==> src/hdl/hsl_to_rgb_converter_assert.svh <==
// ----------------------------------------------------------------------------
// hsl to rgb converter assertion macros
// concurrent check wrappers, empty when synthesizing
// ----------------------------------------------------------------------------
`ifndef HSL_TO_RGB_CONVERTER_ASSERT_SVH
`define HSL_TO_RGB_CONVERTER_ASSERT_SVH
`ifndef SYNTHESIS
// check outside reset only
`define HSLC_ASSERT(lbl, prop, msg) \
  lbl: assert property (@(posedge clk_i) disable iff (!rst_ni) prop) else $error(msg);
// check on every edge, reset included
`define HSLC_ASSERT_AR(lbl, prop, msg) \
  lbl: assert property (@(posedge clk_i) prop) else $error(msg);
`else
`define HSLC_ASSERT(lbl, prop, msg)
`define HSLC_ASSERT_AR(lbl, prop, msg)
`endif
`endif

==> src/hdl/hslc_pkg.sv <==
// ----------------------------------------------------------------------------
// hslc package
// widths, fixed-point constants, percent table and stage types
// ----------------------------------------------------------------------------
package hslc_pkg;

  localparam int unsigned FRAC_BITS = 16;

  // port field widths
  localparam int unsigned HUE_W = 13;
  localparam int unsigned PCT_W = 7;
  localparam int unsigned CH_W  = 8;

  // fixed point: values up to one inclusive
  localparam int unsigned UNIT_W = FRAC_BITS + 1;
  localparam logic [UNIT_W-1:0] ONE = {1'b1, {FRAC_BITS{1'b0}}};

  // hue sectors
  localparam int unsigned SECTOR_UNITS = 960;
  localparam int unsigned SECTOR_LAST  = ((1 << HUE_W) - 1) / SECTOR_UNITS;
  localparam int unsigned SECTOR_W     = $clog2(SECTOR_LAST + 1);
  localparam int unsigned WEIGHT_W     = $clog2(SECTOR_UNITS + 1);

  localparam logic [SECTOR_W-1:0] SEC_RED     = SECTOR_W'(0);
  localparam logic [SECTOR_W-1:0] SEC_YELLOW  = SECTOR_W'(1);
  localparam logic [SECTOR_W-1:0] SEC_GREEN   = SECTOR_W'(2);
  localparam logic [SECTOR_W-1:0] SEC_CYAN    = SECTOR_W'(3);
  localparam logic [SECTOR_W-1:0] SEC_BLUE    = SECTOR_W'(4);
  localparam logic [SECTOR_W-1:0] SEC_MAGENTA = SECTOR_W'(5);

  // chroma times sector weight, then divide by 960 = 64 * 15
  localparam int unsigned PROD_W    = UNIT_W + WEIGHT_W;
  localparam int unsigned DIV_SHIFT = 6;
  localparam int unsigned DIV_ODD   = 15;
  localparam int unsigned QW        = PROD_W - DIV_SHIFT;
  localparam int unsigned RECIP_SH  = QW + 4;
  localparam int unsigned RW        = QW + 1;
  localparam logic [RW-1:0] RECIP =
    RW'(((64'd1 << RECIP_SH) + DIV_ODD - 1) / DIV_ODD);

  // percent to fixed point, clamped at full scale
  localparam int unsigned PCT_FULL  = 100;
  localparam int unsigned PCT_DEPTH = 1 << PCT_W;

  typedef logic [UNIT_W-1:0] pct_lut_t [PCT_DEPTH];

  function automatic pct_lut_t build_pct_lut();
    pct_lut_t        lut;
    longint unsigned p;
    for (int i = 0; i < PCT_DEPTH; i++) begin
      p = (i > PCT_FULL) ? PCT_FULL : i;
      lut[i] = UNIT_W'((p << FRAC_BITS) / PCT_FULL);
    end
    return lut;
  endfunction

  localparam pct_lut_t PCT_LUT = build_pct_lut();

  // decode stage result
  typedef struct packed {
    logic [UNIT_W-1:0]   sat;
    logic [UNIT_W-1:0]   light;
    logic [SECTOR_W-1:0] sector;
    logic [WEIGHT_W-1:0] weight;
  } dec_t;

  // chroma stage result
  typedef struct packed {
    logic [PROD_W-1:0]   prod;
    logic [UNIT_W-1:0]   chroma;
    logic [UNIT_W-1:0]   offset;
    logic [SECTOR_W-1:0] sector;
  } blend_t;

  typedef struct packed {
    logic [CH_W-1:0] red;
    logic [CH_W-1:0] green;
    logic [CH_W-1:0] blue;
  } rgb_t;

endpackage

==> src/hdl/hslc_hsl_if.sv <==
// ----------------------------------------------------------------------------
// hslc hsl channel
// valid/ready request carrying one hsl pixel
// ----------------------------------------------------------------------------
interface hslc_hsl_if;
  logic                         valid;
  logic                         ready;
  logic [hslc_pkg::HUE_W-1:0]   hue;
  logic [hslc_pkg::PCT_W-1:0]   saturation;
  logic [hslc_pkg::PCT_W-1:0]   lightness;

  modport source (output valid, output hue, output saturation, output lightness,
                  input ready);
  modport sink   (input valid, input hue, input saturation, input lightness,
                  output ready);
endinterface

==> src/hdl/hslc_rgb_if.sv <==
// ----------------------------------------------------------------------------
// hslc rgb channel
// valid/ready request carrying one rgb pixel
// ----------------------------------------------------------------------------
interface hslc_rgb_if;
  logic                        valid;
  logic                        ready;
  logic [hslc_pkg::CH_W-1:0]   red;
  logic [hslc_pkg::CH_W-1:0]   green;
  logic [hslc_pkg::CH_W-1:0]   blue;

  modport source (output valid, output red, output green, output blue, input ready);
  modport sink   (input valid, input red, input green, input blue, output ready);
endinterface

==> src/hdl/hslc_decode.sv <==
// ----------------------------------------------------------------------------
// hslc decode stage
// percent lookup and hue sector / weight, one register stage
// ----------------------------------------------------------------------------
module hslc_decode (
  input  logic                       clk_i,
  input  logic                       rst_ni,
  input  logic                       in_valid_i,
  output logic                       in_ready_o,
  input  logic [hslc_pkg::HUE_W-1:0] hue_i,
  input  logic [hslc_pkg::PCT_W-1:0] saturation_i,
  input  logic [hslc_pkg::PCT_W-1:0] lightness_i,
  output logic                       out_valid_o,
  input  logic                       out_ready_i,
  output hslc_pkg::dec_t             out_data_o
);

  logic                                 valid_q;
  hslc_pkg::dec_t                       data_d, data_q;
  logic [hslc_pkg::SECTOR_W-1:0]        sector;
  logic [hslc_pkg::HUE_W-1:0]           base;
  logic [hslc_pkg::HUE_W-1:0]           rem_full;
  logic [hslc_pkg::WEIGHT_W-1:0]        rem;

  // sector = hue / 960 by parallel compares
  always_comb begin
    sector = '0;
    for (int k = 1; k <= hslc_pkg::SECTOR_LAST; k++) begin
      if (hue_i >= hslc_pkg::HUE_W'(k * hslc_pkg::SECTOR_UNITS)) begin
        sector = sector + 1'b1;
      end
    end
  end

  assign base     = hslc_pkg::HUE_W'(sector * hslc_pkg::SECTOR_UNITS);
  assign rem_full = hue_i - base;
  assign rem      = rem_full[hslc_pkg::WEIGHT_W-1:0];

  // weight is 960 - |hue mod 1920 - 960|
  always_comb begin
    data_d.sat    = hslc_pkg::PCT_LUT[saturation_i];
    data_d.light  = hslc_pkg::PCT_LUT[lightness_i];
    data_d.sector = sector;
    data_d.weight = sector[0] ? hslc_pkg::WEIGHT_W'(hslc_pkg::SECTOR_UNITS) - rem : rem;
  end

  assign in_ready_o = !valid_q || out_ready_i;

  always_ff @(posedge clk_i or negedge rst_ni) begin
    if (!rst_ni) begin
      valid_q <= 1'b0;
    end else if (in_ready_o) begin
      valid_q <= in_valid_i;
    end
  end

  always_ff @(posedge clk_i) begin
    if (in_ready_o && in_valid_i) begin
      data_q <= data_d;
    end
  end

  assign out_valid_o = valid_q;
  assign out_data_o  = data_q;

endmodule

==> src/hdl/hslc_chroma.sv <==
// ----------------------------------------------------------------------------
// hslc chroma stages
// chroma from saturation and lightness, then chroma times weight and offset
// ----------------------------------------------------------------------------
module hslc_chroma (
  input  logic             clk_i,
  input  logic             rst_ni,
  input  logic             in_valid_i,
  output logic             in_ready_o,
  input  hslc_pkg::dec_t   in_data_i,
  output logic             out_valid_o,
  input  logic             out_ready_i,
  output hslc_pkg::blend_t out_data_o
);

  typedef struct packed {
    logic [hslc_pkg::UNIT_W-1:0]   chroma;
    logic [hslc_pkg::UNIT_W-1:0]   light;
    logic [hslc_pkg::SECTOR_W-1:0] sector;
    logic [hslc_pkg::WEIGHT_W-1:0] weight;
  } chr_t;

  logic                              a_valid_q, b_valid_q;
  logic                              a_ready, b_ready;
  chr_t                              a_d, a_q;
  hslc_pkg::blend_t                  b_d, b_q;
  logic [hslc_pkg::UNIT_W:0]         twol;
  logic [hslc_pkg::UNIT_W:0]         dist_full;
  logic [hslc_pkg::UNIT_W-1:0]       one_minus_t;
  logic [2*hslc_pkg::UNIT_W-1:0]     sat_prod;
  logic [hslc_pkg::UNIT_W-1:0]       half;

  // stage a: c = s * (1 - |2l - 1|)
  assign twol      = {in_data_i.light, 1'b0};
  assign dist_full = (twol >= {1'b0, hslc_pkg::ONE}) ? twol - {1'b0, hslc_pkg::ONE}
                                                     : {1'b0, hslc_pkg::ONE} - twol;
  assign one_minus_t = hslc_pkg::ONE - dist_full[hslc_pkg::UNIT_W-1:0];
  assign sat_prod    = (2*hslc_pkg::UNIT_W)'(in_data_i.sat)
                     * (2*hslc_pkg::UNIT_W)'(one_minus_t);

  always_comb begin
    a_d.chroma = sat_prod[hslc_pkg::FRAC_BITS +: hslc_pkg::UNIT_W];
    a_d.light  = in_data_i.light;
    a_d.sector = in_data_i.sector;
    a_d.weight = in_data_i.weight;
  end

  // stage b: c * weight and m = l - c/2 floored at zero
  assign half = a_q.chroma >> 1;

  always_comb begin
    b_d.prod   = hslc_pkg::PROD_W'(a_q.chroma) * hslc_pkg::PROD_W'(a_q.weight);
    b_d.chroma = a_q.chroma;
    b_d.offset = (a_q.light >= half) ? a_q.light - half : '0;
    b_d.sector = a_q.sector;
  end

  assign b_ready    = !b_valid_q || out_ready_i;
  assign a_ready    = !a_valid_q || b_ready;
  assign in_ready_o = a_ready;

  always_ff @(posedge clk_i or negedge rst_ni) begin
    if (!rst_ni) begin
      a_valid_q <= 1'b0;
      b_valid_q <= 1'b0;
    end else begin
      if (a_ready) begin
        a_valid_q <= in_valid_i;
      end
      if (b_ready) begin
        b_valid_q <= a_valid_q;
      end
    end
  end

  always_ff @(posedge clk_i) begin
    if (a_ready && in_valid_i) begin
      a_q <= a_d;
    end
    if (b_ready && a_valid_q) begin
      b_q <= b_d;
    end
  end

  assign out_valid_o = b_valid_q;
  assign out_data_o  = b_q;

endmodule

==> src/hdl/hslc_mix.sv <==
// ----------------------------------------------------------------------------
// hslc mix stages
// divide by sector width, place components, scale to 8-bit channels
// ----------------------------------------------------------------------------
module hslc_mix (
  input  logic             clk_i,
  input  logic             rst_ni,
  input  logic             in_valid_i,
  output logic             in_ready_o,
  input  hslc_pkg::blend_t in_data_i,
  output logic             out_valid_o,
  input  logic             out_ready_i,
  output hslc_pkg::rgb_t   out_data_o
);

  localparam int unsigned SUM_W   = hslc_pkg::UNIT_W + 1;
  localparam int unsigned SCALE_W = SUM_W + hslc_pkg::CH_W;
  localparam int unsigned HI_W    = SCALE_W - hslc_pkg::FRAC_BITS;
  localparam int unsigned RP_W    = hslc_pkg::QW + hslc_pkg::RW;

  typedef struct packed {
    logic [hslc_pkg::UNIT_W-1:0]   chroma;
    logic [hslc_pkg::UNIT_W-1:0]   sec_x;
    logic [hslc_pkg::UNIT_W-1:0]   offset;
    logic [hslc_pkg::SECTOR_W-1:0] sector;
  } comp_t;

  // floor(255 * v) >> frac, saturated
  function automatic logic [hslc_pkg::CH_W-1:0] to_channel(
    input logic [SUM_W-1:0] v
  );
    logic [SCALE_W-1:0] scaled;
    logic [HI_W-1:0]    hi;
    scaled = {v, {hslc_pkg::CH_W{1'b0}}} - SCALE_W'(v);
    hi     = scaled[SCALE_W-1:hslc_pkg::FRAC_BITS];
    return (hi > HI_W'({hslc_pkg::CH_W{1'b1}})) ? {hslc_pkg::CH_W{1'b1}}
                                                  : hi[hslc_pkg::CH_W-1:0];
  endfunction

  logic                                      c_valid_q, d_valid_q;
  logic                                      c_ready, d_ready;
  comp_t                                     c_d, c_q;
  hslc_pkg::rgb_t                            d_d, d_q;
  logic [hslc_pkg::QW-1:0]                   quot_in;
  logic [RP_W-1:0]                           recip_prod;
  logic [hslc_pkg::UNIT_W-1:0]               rc, gc, bc;

  // stage c: x = prod / 960 = (prod >> 6) / 15 by reciprocal
  assign quot_in    = in_data_i.prod[hslc_pkg::PROD_W-1:hslc_pkg::DIV_SHIFT];
  assign recip_prod = RP_W'(quot_in) * RP_W'(hslc_pkg::RECIP);

  always_comb begin
    c_d.chroma = in_data_i.chroma;
    c_d.sec_x  = recip_prod[hslc_pkg::RECIP_SH +: hslc_pkg::UNIT_W];
    c_d.offset = in_data_i.offset;
    c_d.sector = in_data_i.sector;
  end

  // stage d: place c and x by sector, gray above the last sector
  always_comb begin
    rc = '0;
    gc = '0;
    bc = '0;
    unique case (c_q.sector)
      hslc_pkg::SEC_RED: begin
        rc = c_q.chroma;
        gc = c_q.sec_x;
      end
      hslc_pkg::SEC_YELLOW: begin
        rc = c_q.sec_x;
        gc = c_q.chroma;
      end
      hslc_pkg::SEC_GREEN: begin
        gc = c_q.chroma;
        bc = c_q.sec_x;
      end
      hslc_pkg::SEC_CYAN: begin
        gc = c_q.sec_x;
        bc = c_q.chroma;
      end
      hslc_pkg::SEC_BLUE: begin
        rc = c_q.sec_x;
        bc = c_q.chroma;
      end
      hslc_pkg::SEC_MAGENTA: begin
        rc = c_q.chroma;
        bc = c_q.sec_x;
      end
      default: begin
        rc = '0;
      end
    endcase
  end

  always_comb begin
    d_d.red   = to_channel({1'b0, c_q.offset} + {1'b0, rc});
    d_d.green = to_channel({1'b0, c_q.offset} + {1'b0, gc});
    d_d.blue  = to_channel({1'b0, c_q.offset} + {1'b0, bc});
  end

  assign d_ready    = !d_valid_q || out_ready_i;
  assign c_ready    = !c_valid_q || d_ready;
  assign in_ready_o = c_ready;

  always_ff @(posedge clk_i or negedge rst_ni) begin
    if (!rst_ni) begin
      c_valid_q <= 1'b0;
      d_valid_q <= 1'b0;
    end else begin
      if (c_ready) begin
        c_valid_q <= in_valid_i;
      end
      if (d_ready) begin
        d_valid_q <= c_valid_q;
      end
    end
  end

  always_ff @(posedge clk_i) begin
    if (c_ready && in_valid_i) begin
      c_q <= c_d;
    end
    if (d_ready && c_valid_q) begin
      d_q <= d_d;
    end
  end

  assign out_valid_o = d_valid_q;
  assign out_data_o  = d_q;

endmodule

==> src/hdl/hsl_to_rgb_converter.sv <==
// ----------------------------------------------------------------------------
// hsl to rgb converter
// five-stage pipeline turning an hsl pixel into 8-bit red, green and blue
// ----------------------------------------------------------------------------
// channel  dir  handshake     payload
// hsl_i    in   valid/ready   hue[12:0], saturation[6:0], lightness[6:0]
// rgb_o    out  valid/ready   red[7:0], green[7:0], blue[7:0]
//
// one request per clock sustained while rgb_o is ready; decode, chroma, mix in turn
// the two multiplies and the reciprocal divide each get a stage of their own
// rst_ni clears every stage valid bit asynchronously, payload is not reset
// a stalled output backs up stage by stage, empty stages still take data
// hsl_i.ready drops only when all five stages hold a pixel and rgb_o stalls
// ----------------------------------------------------------------------------
`include "hsl_to_rgb_converter_assert.svh"

module hsl_to_rgb_converter (
  input  logic       clk_i,
  input  logic       rst_ni,
  hslc_hsl_if.sink   hsl_i,
  hslc_rgb_if.source rgb_o
);

  // decode -> chroma
  logic             dec_valid;
  logic             dec_ready;
  hslc_pkg::dec_t   dec_data;

  // chroma -> mix
  logic             chr_valid;
  logic             chr_ready;
  hslc_pkg::blend_t chr_data;

  hslc_pkg::rgb_t   pix;

  // stage 1: percent table and hue sector
  hslc_decode u_decode (
    .clk_i        (clk_i),
    .rst_ni       (rst_ni),
    .in_valid_i   (hsl_i.valid),
    .in_ready_o   (hsl_i.ready),
    .hue_i        (hsl_i.hue),
    .saturation_i (hsl_i.saturation),
    .lightness_i  (hsl_i.lightness),
    .out_valid_o  (dec_valid),
    .out_ready_i  (dec_ready),
    .out_data_o   (dec_data)
  );

  // stages 2 and 3: chroma, weighted chroma and offset
  hslc_chroma u_chroma (
    .clk_i       (clk_i),
    .rst_ni      (rst_ni),
    .in_valid_i  (dec_valid),
    .in_ready_o  (dec_ready),
    .in_data_i   (dec_data),
    .out_valid_o (chr_valid),
    .out_ready_i (chr_ready),
    .out_data_o  (chr_data)
  );

  // stages 4 and 5: divide by sector width, channel placement, output register
  hslc_mix u_mix (
    .clk_i       (clk_i),
    .rst_ni      (rst_ni),
    .in_valid_i  (chr_valid),
    .in_ready_o  (chr_ready),
    .in_data_i   (chr_data),
    .out_valid_o (rgb_o.valid),
    .out_ready_i (rgb_o.ready),
    .out_data_o  (pix)
  );

  assign rgb_o.red   = pix.red;
  assign rgb_o.green = pix.green;
  assign rgb_o.blue  = pix.blue;

  // no result shows while reset is held
  `HSLC_ASSERT_AR(rst_quiet_a, !rst_ni |-> !rgb_o.valid, "result valid during reset")
  // input backpressure only comes from a full pipe behind a stalled output
  `HSLC_ASSERT(stall_full_a, !hsl_i.ready |-> (rgb_o.valid && !rgb_o.ready), "input stalled while pipe has room")
  // an accepted request lands in the decode stage
  `HSLC_ASSERT(accept_lands_a, (hsl_i.valid && hsl_i.ready) |=> dec_valid, "accepted request lost at decode")
  // chroma stays within one
  `HSLC_ASSERT(chroma_range_a, chr_valid |-> (chr_data.chroma <= hslc_pkg::ONE), "chroma above one")

endmodule

==> src/flat_wrapper.sv <==
// flat-port wrapper written by rule: the top's interface ports become plain ports
module hsl_to_rgb_converter_flat 
  (clk_i, rst_ni, hsl_i_valid, hsl_i_hue, hsl_i_saturation, hsl_i_lightness, hsl_i_ready, rgb_o_valid, rgb_o_red, rgb_o_green, rgb_o_blue, rgb_o_ready);
  hslc_hsl_if hsl_i_i ();
  hslc_rgb_if rgb_o_i ();
  input  logic clk_i;
  input  logic rst_ni;
  input wire logic [$bits(hsl_i_i.valid)-1:0] hsl_i_valid;
  input wire logic [$bits(hsl_i_i.hue)-1:0] hsl_i_hue;
  input wire logic [$bits(hsl_i_i.saturation)-1:0] hsl_i_saturation;
  input wire logic [$bits(hsl_i_i.lightness)-1:0] hsl_i_lightness;
  output wire logic [$bits(hsl_i_i.ready)-1:0] hsl_i_ready;
  output wire logic [$bits(rgb_o_i.valid)-1:0] rgb_o_valid;
  output wire logic [$bits(rgb_o_i.red)-1:0] rgb_o_red;
  output wire logic [$bits(rgb_o_i.green)-1:0] rgb_o_green;
  output wire logic [$bits(rgb_o_i.blue)-1:0] rgb_o_blue;
  input wire logic [$bits(rgb_o_i.ready)-1:0] rgb_o_ready;
  assign hsl_i_i.valid = hsl_i_valid;
  assign hsl_i_i.hue = hsl_i_hue;
  assign hsl_i_i.saturation = hsl_i_saturation;
  assign hsl_i_i.lightness = hsl_i_lightness;
  assign hsl_i_ready = hsl_i_i.ready;
  assign rgb_o_valid = rgb_o_i.valid;
  assign rgb_o_red = rgb_o_i.red;
  assign rgb_o_green = rgb_o_i.green;
  assign rgb_o_blue = rgb_o_i.blue;
  assign rgb_o_i.ready = rgb_o_ready;
  hsl_to_rgb_converter u_core (.clk_i(clk_i), .rst_ni(rst_ni), .hsl_i(hsl_i_i), .rgb_o(rgb_o_i));
endmodule
==> config.mk <==
export PLATFORM = sky130hd
export DESIGN_NAME = hsl_to_rgb_converter_flat
export DESIGN_NICKNAME = d
export VERILOG_FILES = /design/src/hdl/hslc_pkg.sv /design/src/hdl/hslc_hsl_if.sv /design/src/hdl/hslc_rgb_if.sv /design/src/hdl/hslc_decode.sv /design/src/hdl/hslc_chroma.sv /design/src/hdl/hslc_mix.sv /design/src/hdl/hsl_to_rgb_converter.sv /design/src/flat_wrapper.sv
export VERILOG_INCLUDE_DIRS = /design/src /design/src/hdl
export SDC_FILE = /design/constraint.sdc
export NUM_CORES = 2
export LEC_CHECK = 0
export BUFFER_PORTS_ARGS = -buffer_cell sky130_fd_sc_hd__buf_2
export CAP_MARGIN = 40
export CELL_PAD_IN_SITES_DETAIL_PLACEMENT = 2
export CELL_PAD_IN_SITES_GLOBAL_PLACEMENT = 2
export CORE_MARGIN = 8
export CORE_UTILIZATION = 40
export CTS_CLUSTER_DIAMETER = 120
export DETAILED_ROUTE_END_ITERATION = 6
export GPL_ROUTABILITY_DRIVEN = 0
export PLACE_DENSITY_LB_ADDON = 0.1
export REMOVE_ABC_BUFFERS = 1
export SKIP_CTS_REPAIR_TIMING = 1
export SYNTH_ARGS = -nofsm -noshare
export SYNTH_HDL_FRONTEND = slang
export SYNTH_SLANG_ARGS = --single-unit
==> constraint.sdc <==
create_clock -name clk_i -period 12.8 [get_ports clk_i]
set_input_delay 2.56 -clock clk_i [delete_from_list [all_inputs] [get_ports clk_i]]
set_output_delay 2.56 -clock clk_i [all_outputs]
set_load 0.03 [all_outputs]
==> results.yml <==
clocking:
  cts_root_buf: "clkbuf_16"
  number_of_h_tree_levels: 2
  clkTransAtPathRegs_ns: 0.06
  numCtsBuffers: 35
  tritoncts: "done"
  cts_buffer_depth: 3
  clkSinkCount: 239
  clock_insertion_delay_worst_skew_ns: 0.57
die:
  die_area_sq_um: 101000
  placeableCoreArea_sq_um: 90000
  initial_utilization_pct: 40.4
  dieWidth_um: 318
  die_height_um: 318
  placement_rows: 110
  num_io_pins: 57
setup_path:
  slowest_stage: "edfxtp_1"
  critical_path.max_stage_delay_ns: 0.85
  critical_path_data_required_time_ns: 13.10
  startpoint_type: "register"
  critical_path_peak_fanout: 21
  crit_family: "adder cells"
  path_common_cell: "fa_1"
  worstSetupPathType: "register to register"
  crit_arrival_ns: 10.25
  crit_buf_inv: 5
  end_kind: "register"
grt:
  groute.usage.overall_pct: 23.6
  grt.overflow.total: 0
  grt_max_degree: 81
  grt_pass1_vias: 33300
  antenna_found_initial: 2
  grt_pass1_wl_um: 193000
yosys:
  ys_seq_elements: 239
  syn-cell-area_sq_um: 36400
  synth_top_area_cell: "fa_1"
  synth_top_area_share_pct: 21.4
  synth.distinct_cells: 98
  yosysWarningCount: 0
  top_cell_types_by_occurrence_after_synthesis: "583 x inv_1, 481 x ha_1, 414 x nand2_1"
  synth-seq-area-share_pct: 19.7
  postSynth.asyncResetShare_pct: 2.09
  post_synth_inst_count: 3996
  synth_area_per_cell_sq_um: 9.10
  synth_flop_cell: "edfxtp_1"
  ys_top_cells_by_area: "fa_1 21%, edfxtp_1 19%, ha_1 17%"
  cell_with_the_most_instances_after_synthesis: "inv_1"
  synth-edff-count: 234
routing:
  post_drt_wl_per_cell_um: 23.2
  drt_wl_total_um: 120000
  route.detailed.vias_per_inst: 5.61
  dr.pass1.iters: 7
  drt_first_iter_violations: 1304
  drcViolationCount: 0
  final_antenna_net_count: 0
  via_count: 29000
finish:
  reg_area_sq_um: 7150
  design.final.nets: 4865
  diodes: 0
  multi_input_comb_area_sq_um: 26400
  layout-drive-gt1-share_pct: 5.67
  fillerInstances: 9924
  area_growth_syn_to_layout_pct: 7.36
outcome:
  status: "complete, no violations"
hold_path:
  worstHoldPathType: "register to register"
timing:
  final_count_of_hold_timing_violations: 0
  worst_hold_slack_ns: 0.400
  final-max-slew-violation-count: 0
  setup_tns_ns: 0
  fin_crit_sh_pct: 77.8
  rsz0062_at_grt: "no"
  final-setup-viol-count: 0
  clock_skew_ns: 0.0385
  timing.slew.headroom_pct: 36.5
  post-route-min-period_ns: 9.95
  max_freq_mhz: 100
  tightestPinTransition_ns: 0.952
placed_design:
  hpwl_after_detailed_placement_um: 92400
  place.port_buffers: 56
job:
  cap_violations: 0
-- state kept, by name, indices dropped and copies added, names as in the netlist --
register,cells
u_core.u_chroma.a_q,48
u_core.u_chroma.a_valid_q,1
u_core.u_chroma.out_data_o,59
u_core.u_chroma.out_valid_o,1
u_core.u_decode.out_data_o,48
u_core.u_decode.out_valid_o,1
u_core.u_mix.c_q,55
u_core.u_mix.c_valid_q,1
u_core.u_mix.out_data_o,24
u_core.u_mix.out_valid_o,1
-- metal layers --
layer | part of all wire (%) | GRT usage (%)
met1 | 43 | 29.1
met2 | 52 | 43.8
met3 | 2.4 | 1.94
met4 | 2.9 | 6.55
met5 | 0.023 | 0
-- kinds of logic after synthesis --
| logic type | count (synthesis) | synth area share [%] |
|---|---|---|
| multiplexers | 24 | 0.788 |
| AO/OA/AOI/OAI | 768 | 14.0 |
| flip-flops | 239 | 19.7 |
| buffers and inverters | 761 | 7.86 |
| XOR/XNOR | 161 | 4.00 |
| adder cells (fa/ha/maj) | 871 | 38.0 |
| AND/OR/NAND/NOR | 1172 | 15.8 |
-- stage by stage --
step | cells | worst slack, ns | cell area, sq um | utilization [%]
detailed placement | 5104 | 2.85 | 37900 | 42.1
global placement | 5102 | 3.10 | 37800 | 42.0
global route | 5165 | 2.21 | 39000 | 43.4
finish | 5165 | 2.85 | 39000 | 43.4
floorplan | 3824 | 4.25 | 35700 | -
CTS | 5165 | 2.76 | 39000 | 43.4
-- final timing paths --
kind	from	to	slack (ns)	cells past startpoint
min in group asynchronous	rst_ni	u_core.u_mix.out_valid_o$_DFFE_PN0P_	1.81	1
setup reg to reg	u_core.u_decode.out_data_o[14]$_DFFE_PP_	u_core.u_chroma.a_q[47]$_DFFE_PP_	2.85	30
hold / removal	u_core.u_decode.out_data_o[5]$_DFFE_PP_	u_core.u_chroma.a_q[5]$_DFFE_PP_	0.40	0
hold reg to reg	u_core.u_decode.out_data_o[5]$_DFFE_PP_	u_core.u_chroma.a_q[5]$_DFFE_PP_	0.40	0
max in group asynchronous	rst_ni	u_core.u_decode.out_valid_o$_DFFE_PN0N_	10.83	1
setup / recovery	u_core.u_decode.out_data_o[14]$_DFFE_PP_	u_core.u_chroma.a_q[47]$_DFFE_PP_	2.85	30
-- cell usage in the layout (no fill, tap or decap), types with 10 or more instances in the layout --
| master | n |
|---|---|
| nand2_1 | 414 |
| buf_2 | 56 |
| fa_1 | 388 |
| o21ai_0 | 166 |
| nand2b_1 | 41 |
| o221ai_1 | 11 |
| xor2_1 | 50 |
| buf_4 | 46 |
| and3_1 | 17 |
| clkbuf_16 | 35 |
| or2_2 | 15 |
| or3_1 | 19 |
| o21a_1 | 28 |
| mux2i_1 | 14 |
| and2_1 | 212 |
| a21oi_1 | 201 |
| nor2_1 | 208 |
| inv_1 | 583 |
| edfxtp_1 | 234 |
| a2111oi_0 | 10 |
| a22o_1 | 54 |
| a31oi_1 | 36 |
| nor4_1 | 10 |
| a21o_1 | 48 |
| nor2b_1 | 34 |
| a211oi_1 | 37 |
| o211ai_1 | 33 |
| nand4_1 | 23 |
| nand3_1 | 59 |
| xnor2_1 | 106 |
| o22ai_1 | 19 |
| ha_1 | 481 |
| o31ai_1 | 14 |
| nor3_1 | 59 |
-- worst reg2reg max path, delay by kind of cell (launching register included) --
family          cells  cell delay (ns)
buf+inv             5             0.56
flops               1             0.85
simple gates        7             1.64
xor+xnor            2             0.84
compound gates      8             1.88
fa+ha+maj           8             3.93
-- area by class of cell --
type	count	area share [%]
Tap cell	1176	3.77
Sequential cell	239	18.3
Inverter	589	5.66
Multi-Input combinational cell	2996	67.6
Clock buffer	43	2.35
Clock inverter	18	0.676
Timing Repair Buffer	104	1.67
Power is not shown: default switching activity piles up to over one toggle a cycle in this logic, so the estimate is an artifact.
